**src/hdl/kpset_pkg.sv**
```systemverilog
`default_nettype none

package kpset_pkg;

  // Set size and pair validity limits.
  localparam int CAPACITY  = 16;
  localparam int MAX_PLANS = 8;

  // Field widths fixed by the stream format.
  localparam int FUNC_W  = 2;
  localparam int PLAN_W  = 8;
  localparam int DATE_W  = 27;
  localparam int COUNT_W = 5;

  // Lowest valid date, decimal yyyymmdd.
  localparam logic [DATE_W-1:0] DATE_FLOOR = DATE_W'(20000101);

  // Widths of stored entries and of the set bookkeeping.
  localparam int SPLAN_W = (MAX_PLANS > 1) ? $clog2(MAX_PLANS) : 1;
  localparam int ENTRY_W = SPLAN_W + DATE_W;
  localparam int ADDR_W  = (CAPACITY > 1) ? $clog2(CAPACITY) : 1;
  localparam int CNT_W   = $clog2(CAPACITY + 1);

  // Operation codes carried in the func field.
  typedef enum logic [FUNC_W-1:0] {
    OP_QUERY  = 2'd0,
    OP_INSERT = 2'd1,
    OP_REMOVE = 2'd2,
    OP_CLEAR  = 2'd3
  } func_t;

  // Sequencer states.
  typedef enum logic [2:0] {
    S_IDLE,
    S_SCAN,
    S_MISS,
    S_SHIFT,
    S_APPEND,
    S_RESULT
  } state_t;

endpackage

`default_nettype wire

```
**src/hdl/kpset_ram.sv**
```systemverilog
`default_nettype none

module kpset_ram #(
  parameter int WIDTH = 8,
  parameter int DEPTH = 16
) (
  input  wire logic                             clk,
  input  wire logic                             we,
  input  wire logic [$clog2(DEPTH > 1 ? DEPTH : 2)-1:0] waddr,
  input  wire logic [WIDTH-1:0]                 wdata,
  input  wire logic                             re,
  input  wire logic [$clog2(DEPTH > 1 ? DEPTH : 2)-1:0] raddr,
  output logic      [WIDTH-1:0]                 rdata
);

  logic [WIDTH-1:0] mem [DEPTH];

  // One write port and one registered read port.
  always_ff @(posedge clk) begin
    if (we) begin
      mem[waddr] <= wdata;
    end
    if (re) begin
      rdata <= mem[raddr];
    end
  end

endmodule

`default_nettype wire

```
**src/hdl/keyed_pair_set_fifo_evict_core.sv**
```systemverilog
`default_nettype none

// Channel   Direction  Width  Contents
// s_axis    in         40     func, plan_index, date
// m_axis    out        8      status, found, evicted, entry_count
//
// One operation at a time. The set lives in a RAM with a registered read, scanned
// one entry per cycle; a removal or an eviction then moves the later entries
// down at one entry per cycle through the same read and write ports.
// A clear or an invalid pair goes straight to the result state; a miss scans every
// stored pair, and an insert then appends, first evicting the oldest if the set is full.
// Reset empties the set; the RAM itself is not cleared. A stalled result holds
// the next operation only at its end, in the result state.
module keyed_pair_set_fifo_evict_core (
  input  wire logic       clk,
  input  wire logic       rst,
  input  wire logic       s_tvalid,
  output logic            s_tready,
  input  wire logic [39:0] s_tdata,  // func[1:0], plan_index[9:2], date[36:10], zero pad
  output logic            m_tvalid,
  input  wire logic       m_tready,
  output logic      [7:0] m_tdata    // status[0], found[1], evicted[2], entry_count[7:3]
);

  import kpset_pkg::*;

  localparam logic [CNT_W-1:0]  CAP_CNT  = CNT_W'(CAPACITY);
  localparam logic [ADDR_W-1:0] CAP_LAST = ADDR_W'(CAPACITY - 1);

  state_t state, state_next;

  logic [CNT_W-1:0] count, count_next;
  logic [CNT_W-1:0] idx, idx_next;
  logic [CNT_W-1:0] chk, chk_next;
  logic             rd_pend, rd_pend_next;

  func_t            op;
  logic [PLAN_W-1:0] plan;
  logic [DATE_W-1:0] date;

  logic res_status, res_status_next;
  logic res_found, res_found_next;
  logic res_evicted, res_evicted_next;

  logic               ram_we;
  logic [ADDR_W-1:0]  ram_waddr;
  logic [ENTRY_W-1:0] ram_wdata;
  logic               ram_re;
  logic [ADDR_W-1:0]  ram_raddr;
  logic [ENTRY_W-1:0] ram_rdata;

  // Fields of the incoming transaction.
  func_t             in_func;
  logic [PLAN_W-1:0] in_plan;
  logic [DATE_W-1:0] in_date;
  logic              in_key_ok;
  logic              accept;
  logic              out_load;
  logic              match;
  logic [CNT_W-1:0]  count_last;

  assign in_func   = func_t'(s_tdata[1:0]);
  assign in_plan   = s_tdata[9:2];
  assign in_date   = s_tdata[36:10];
  assign in_key_ok = (32'(in_plan) < MAX_PLANS) && (in_date >= DATE_FLOOR);
  assign s_tready  = (state == S_IDLE);
  assign accept    = s_tvalid && s_tready;
  assign count_last = CNT_W'(count - 1'b1);

  // Only valid pairs are scanned, so the dropped plan bits are zero.
  assign match = (ram_rdata == {plan[SPLAN_W-1:0], date});

  kpset_ram #(
    .WIDTH(ENTRY_W),
    .DEPTH(CAPACITY)
  ) u_entries (
    .clk  (clk),
    .we   (ram_we),
    .waddr(ram_waddr),
    .wdata(ram_wdata),
    .re   (ram_re),
    .raddr(ram_raddr),
    .rdata(ram_rdata)
  );

  // State and control registers.
  always_ff @(posedge clk) begin
    if (rst) begin
      state    <= S_IDLE;
      count    <= '0;
      rd_pend  <= 1'b0;
      m_tvalid <= 1'b0;
    end else begin
      state   <= state_next;
      count   <= count_next;
      rd_pend <= rd_pend_next;
      if (out_load) begin
        m_tvalid <= 1'b1;
      end else if (m_tready) begin
        m_tvalid <= 1'b0;
      end
    end
  end

  // Operation fields, scan pointers and result payload.
  always_ff @(posedge clk) begin
    idx         <= idx_next;
    chk         <= chk_next;
    res_status  <= res_status_next;
    res_found   <= res_found_next;
    res_evicted <= res_evicted_next;
    if (accept) begin
      op   <= in_func;
      plan <= in_plan;
      date <= in_date;
    end
    if (out_load) begin
      m_tdata <= {5'(count), res_evicted, res_found, res_status};
    end
  end

  // Sequencer: scan, shift down and append.
  always_comb begin
    state_next       = state;
    count_next       = count;
    idx_next         = idx;
    chk_next         = chk;
    rd_pend_next     = 1'b0;
    res_status_next  = res_status;
    res_found_next   = res_found;
    res_evicted_next = res_evicted;
    ram_we           = 1'b0;
    ram_waddr        = chk[ADDR_W-1:0];
    ram_wdata        = {plan[SPLAN_W-1:0], date};
    ram_re           = 1'b0;
    ram_raddr        = idx[ADDR_W-1:0];
    out_load         = 1'b0;

    case (state)
      S_IDLE: begin
        if (s_tvalid) begin
          res_status_next  = 1'b0;
          res_found_next   = 1'b0;
          res_evicted_next = 1'b0;
          idx_next         = '0;
          if (in_func == OP_CLEAR) begin
            count_next = '0;
            state_next = S_RESULT;
          end else if (!in_key_ok) begin
            res_status_next = (in_func == OP_INSERT);
            state_next      = S_RESULT;
          end else if (count == '0) begin
            state_next = S_MISS;
          end else begin
            state_next = S_SCAN;
          end
        end
      end

      S_SCAN: begin
        // Issue the next read while checking the previous one.
        if (idx < count) begin
          ram_re       = 1'b1;
          idx_next     = CNT_W'(idx + 1'b1);
          chk_next     = idx;
          rd_pend_next = 1'b1;
        end
        if (rd_pend) begin
          if (match) begin
            res_found_next = 1'b1;
            rd_pend_next   = 1'b0;
            if (op == OP_REMOVE) begin
              if (chk == count_last) begin
                count_next = count_last;
                state_next = S_RESULT;
              end else begin
                idx_next   = CNT_W'(chk + 1'b1);
                state_next = S_SHIFT;
              end
            end else begin
              state_next = S_RESULT;
            end
          end else if (chk == count_last) begin
            rd_pend_next = 1'b0;
            state_next   = S_MISS;
          end
        end
      end

      S_MISS: begin
        if (op == OP_INSERT) begin
          if (count == CAP_CNT) begin
            res_evicted_next = 1'b1;
            if (CAPACITY > 1) begin
              idx_next   = CNT_W'(1);
              state_next = S_SHIFT;
            end else begin
              state_next = S_APPEND;
            end
          end else begin
            state_next = S_APPEND;
          end
        end else begin
          state_next = S_RESULT;
        end
      end

      S_SHIFT: begin
        // Read entry idx, write the entry read last cycle one place lower.
        if (idx < count) begin
          ram_re       = 1'b1;
          idx_next     = CNT_W'(idx + 1'b1);
          chk_next     = idx;
          rd_pend_next = 1'b1;
        end
        if (rd_pend) begin
          ram_we    = 1'b1;
          ram_waddr = ADDR_W'(chk - 1'b1);
          ram_wdata = ram_rdata;
          if (chk == count_last) begin
            rd_pend_next = 1'b0;
            if (op == OP_REMOVE) begin
              count_next = count_last;
              state_next = S_RESULT;
            end else begin
              state_next = S_APPEND;
            end
          end
        end
      end

      S_APPEND: begin
        ram_we = 1'b1;
        if (count == CAP_CNT) begin
          ram_waddr = CAP_LAST;
        end else begin
          ram_waddr  = count[ADDR_W-1:0];
          count_next = CNT_W'(count + 1'b1);
        end
        state_next = S_RESULT;
      end

      S_RESULT: begin
        if (!m_tvalid || m_tready) begin
          out_load   = 1'b1;
          state_next = S_IDLE;
        end
      end

      default: begin
        state_next = S_IDLE;
      end
    endcase
  end

  // The set never grows past its capacity.
  assert property (@(posedge clk) disable iff (rst) count <= CAP_CNT)
    else $error("stored count above capacity");

  // A rejected insert neither finds nor evicts.
  assert property (@(posedge clk) disable iff (rst)
    m_tvalid |-> !(m_tdata[0] && (m_tdata[1] || m_tdata[2])))
    else $error("rejected insert reports found or evicted");

  // An eviction leaves the set full.
  assert property (@(posedge clk) disable iff (rst)
    (m_tvalid && m_tdata[2]) |-> (m_tdata[7:3] == 5'(CAPACITY)))
    else $error("eviction without a full set");

  // The RAM is written only while an operation is in progress.
  assert property (@(posedge clk) disable iff (rst)
    ram_we |-> (state == S_SHIFT || state == S_APPEND))
    else $error("entry write outside shift or append");

  // An accepted transaction always leaves the idle state.
  assert property (@(posedge clk) disable iff (rst) accept |=> (state != S_IDLE))
    else $error("accepted transaction not started");

endmodule

`default_nettype wire

```
**config.mk**
```make
export PLATFORM = sky130hd
export DESIGN_NAME = keyed_pair_set_fifo_evict_core
export DESIGN_NICKNAME = d
export VERILOG_FILES = /design/src/hdl/kpset_pkg.sv /design/src/hdl/kpset_ram.sv /design/src/hdl/keyed_pair_set_fifo_evict_core.sv
export SDC_FILE = /design/constraint.sdc
export NUM_CORES = 1
export LEC_CHECK = 0
export BUFFER_PORTS_ARGS = -buffer_cell sky130_fd_sc_hd__buf_4
export CAP_MARGIN = 20
export CORE_AREA = 2 2 207 209
export CTS_CLUSTER_SIZE = 40
export DETAILED_ROUTE_END_ITERATION = 12
export DIE_AREA = 0 0 209 211
export GPL_TIMING_DRIVEN = 0
export PLACE_DENSITY_LB_ADDON = 0.05
export RECOVER_POWER = 100
export SKIP_LAST_GASP = 1
export SLEW_MARGIN = 20
export SYNTH_ARGS = -nofsm -noshare
export SYNTH_HDL_FRONTEND = slang
export SYNTH_SLANG_ARGS = --single-unit
export TNS_END_PERCENT = 30
```
**constraint.sdc**
```tcl
create_clock -name clk -period 6.3 [get_ports clk]
set_input_delay 0.315 -clock clk [delete_from_list [all_inputs] [get_ports clk]]
set_output_delay 0.315 -clock clk [all_outputs]
set_load 0.1 [all_outputs]
```
==> results.ini <==
[logic_synthesis]
synth_ff_type=edfxtp_1
yosysWarnings=0
ys_types=63
yosysSeqAreaShare_pct=74.8
postSynthCellCount=1086
synth_top_area_cell=edfxtp_1
muxShareOfSynthArea_pct=16.5
syn_nets=1140
yosysTopAreaCellShare_pct=74.0
synthSimpleGateAreaFrac_pct=2.89
syn_area_um2=22900
synth_edf_count=563
synth-xor-area-share_pct=1.69
synth_area_leaders=edfxtp_1, mux4_2, mux2_2, xnor2_1, dfxtp_1
postSynthAreaPerCell_um2=21.0
ys_ff_latch=573
synthArstFlopShare_pct=0
synthAdderAreaFrac_pct=0.547
synth_top_family_by_area=multiplexers
synth_compound_area_share_pct=2.31

[clocking]
cts_hold_buf=34
cts_tree=built
cts.sinks=573
cts_max_level=2
post_cts_buffers=0
path_clk_slew_ps=60
ctsResizeCount=0
clk_latency_ps=620
cts.root.buffer_cell=clkbuf_16
cts_buffers=57
clockBufferDepth=3

[global_route]
grt_pass1_vias=11700
grt_pass1_wl_mm=79.7
antenna_found_initial=0
grtUsageTotal_pct=26.0
grt_max_degree=24
grt_overflow=0

[setup_path]
crit_slowest_cell=nor2_1
cp-end-kind=register
critical_path_class=reg2reg
cpMostUsedCell=clkbuf_1
worstPathRequired_ps=6600
slowest_delay_ps=970
start_kind=register
crit_path_cell_trace=clkbuf_1 -> nor2b_1 -> clkbuf_1 -> nand3_1 -> and2_0 -> a311oi_1 -> nand2_1 -> nor2_1 -> clkbuf_1 -> buf_16
worstPathMaxFanout=14
critical_path_arrival_ps=5120

[placed_design]
dp.cells=1703
dp_hpwl_mm=34.9
place_congestion=0.817
numPortBuffers=50

[layout]
most-common-layout-cells=edfxtp_1, mux4_2, clkbuf_1
final_util_pct=63.0
layout-drive-gt1-share_pct=21.5
final_cells=1836
diodes=0
nNetsFinal=1312
area_delta_synth_final_pct=15.1
final_common_cell=edfxtp_1

[drt]
ant_nets=0
route.detailed.drc=0
vias=11500
drtPass1Iterations=5
vias_per_cell=6.24
wl_per_cell_um=30.0
routed_wl_mm=55.2
drt_iter0_markers=1003

[die]
die_h_um=211
dieArea_um2=44100
die_x_um=209
initial_utilization_pct=54.7
io_pins=54
coreArea_um2=41800
num_rows=75

[outcome]
status=finished with violations
violations=max-capacitance violations, max-slew violations

[timing]
fin_tns_setup_ps=0
drv_slew=162
fmax_ghz=0.207
finalCriticalPeriod_ps=4820
tightest_slew_ps=2370
hold_violations=0
timing.hold.ws_ps=38.9
rsz0062_at_grt=false
maxSlewHeadroom_pct=-58.8
skew_ps=26.4
setup_viol=0
post-route-period-util_pct=76.5

[power]
p_leak_nw=8.20
p_total_mw=11.4
vdd_drop_max_uv=257
power.density_nw_per_um2=435

[flow_run]
cap_violations=11

[min_path]
hold_path_class=in2reg

[where the power goes]
part / internal [mW] / total, mW / switching (mW)
logic: 1.34 / 3.19 / 1.85
registers: 4.81 / 4.96 / 0.152
clock network: 1.90 / 3.29 / 1.39
[routing by layer]
layer	routed length, µm	track usage (%)	part of all wire [%]
met3	3960	3.87	7.2
met2	27800	43.6	50
met5	0	0	0
met4	1770	9.48	3.2
met1	21600	35.1	39
[synthesized netlist by cell type (6+ instances only)]
cell      count
o21ai_0      17
a21oi_1      16
nand2b_1      6
buf_1         6
mux4_2      150
dfxtp_1      10
nor3_1        7
nor2_1       38
ha_1         10
buf_2        11
inv_1        16
xnor2_1      32
nand2_1      28
clkbuf_1     36
edfxtp_1    563
mux2_2       30
nand4_1      12
xor2_1       12
nand3_1      12
[path summary, 6_finish.rpt]
check        startpoint                   end  slack (ps)  cells past startpoint
max            state[0]  u_entries.mem[3][22]        1480                     10
min            s_tvalid              state[0]          40                      3
max reg2reg    state[0]  u_entries.mem[3][22]        1480                     10
min reg2reg  res_status            m_tdata[0]         420                      0
[area by class of cell]
cell class                 count  area [µm²]
multi-input combinational    443        5420
clock buffer                  74        1490
tap                          539         674
fill                        2921       15500
clock inverter                24         280
timing repair buffer         113        1040
sequential                   573       17100
inverter                      16        60.1
buffer                        54         224
[cells by family after synthesis]
kind of cell,count (synthesis)
xor+xnor,44
mux,185
simple gates,131
compound gates,73
buf+inv,70
flops,573
fa+ha+maj,10
[worst max-delay path, delay by kind of cell, from the launching register on]
| family | cells | cell delay (ps) |
|---|---|---|
| AND/OR/NAND/NOR | 5 | 2120 |
| buffers and inverters | 4 | 1710 |
| flip-flops | 1 | 300 |
| AO/OA/AOI/OAI | 1 | 350 |
[registers in the layout (all words and copies together) (netlist names)]
| signal | count |
|---|---|
| plan | 3 |
| res_evicted | 1 |
| u_entries.rdata | 30 |
| m_tdata | 8 |
| op | 2 |
| count | 5 |
| res_found | 1 |
| res_status | 1 |
| chk | 5 |
| state | 3 |
| idx | 5 |
| rd_pend | 1 |
| date | 27 |
| m_tvalid | 1 |
| u_entries.mem | 480 |
[metrics by stage]
stage | setup WS, ps | area, µm²
2_1_floorplan | 2170 | 22900
3_3_place_gp | 307 | 23900
3_5_place_dp | 2540 | 24700
4_1_cts | 2490 | 26800
5_1_grt | 1290 | 26300
6_report | 1480 | 26300
Power figures use the tool's default switching activity.
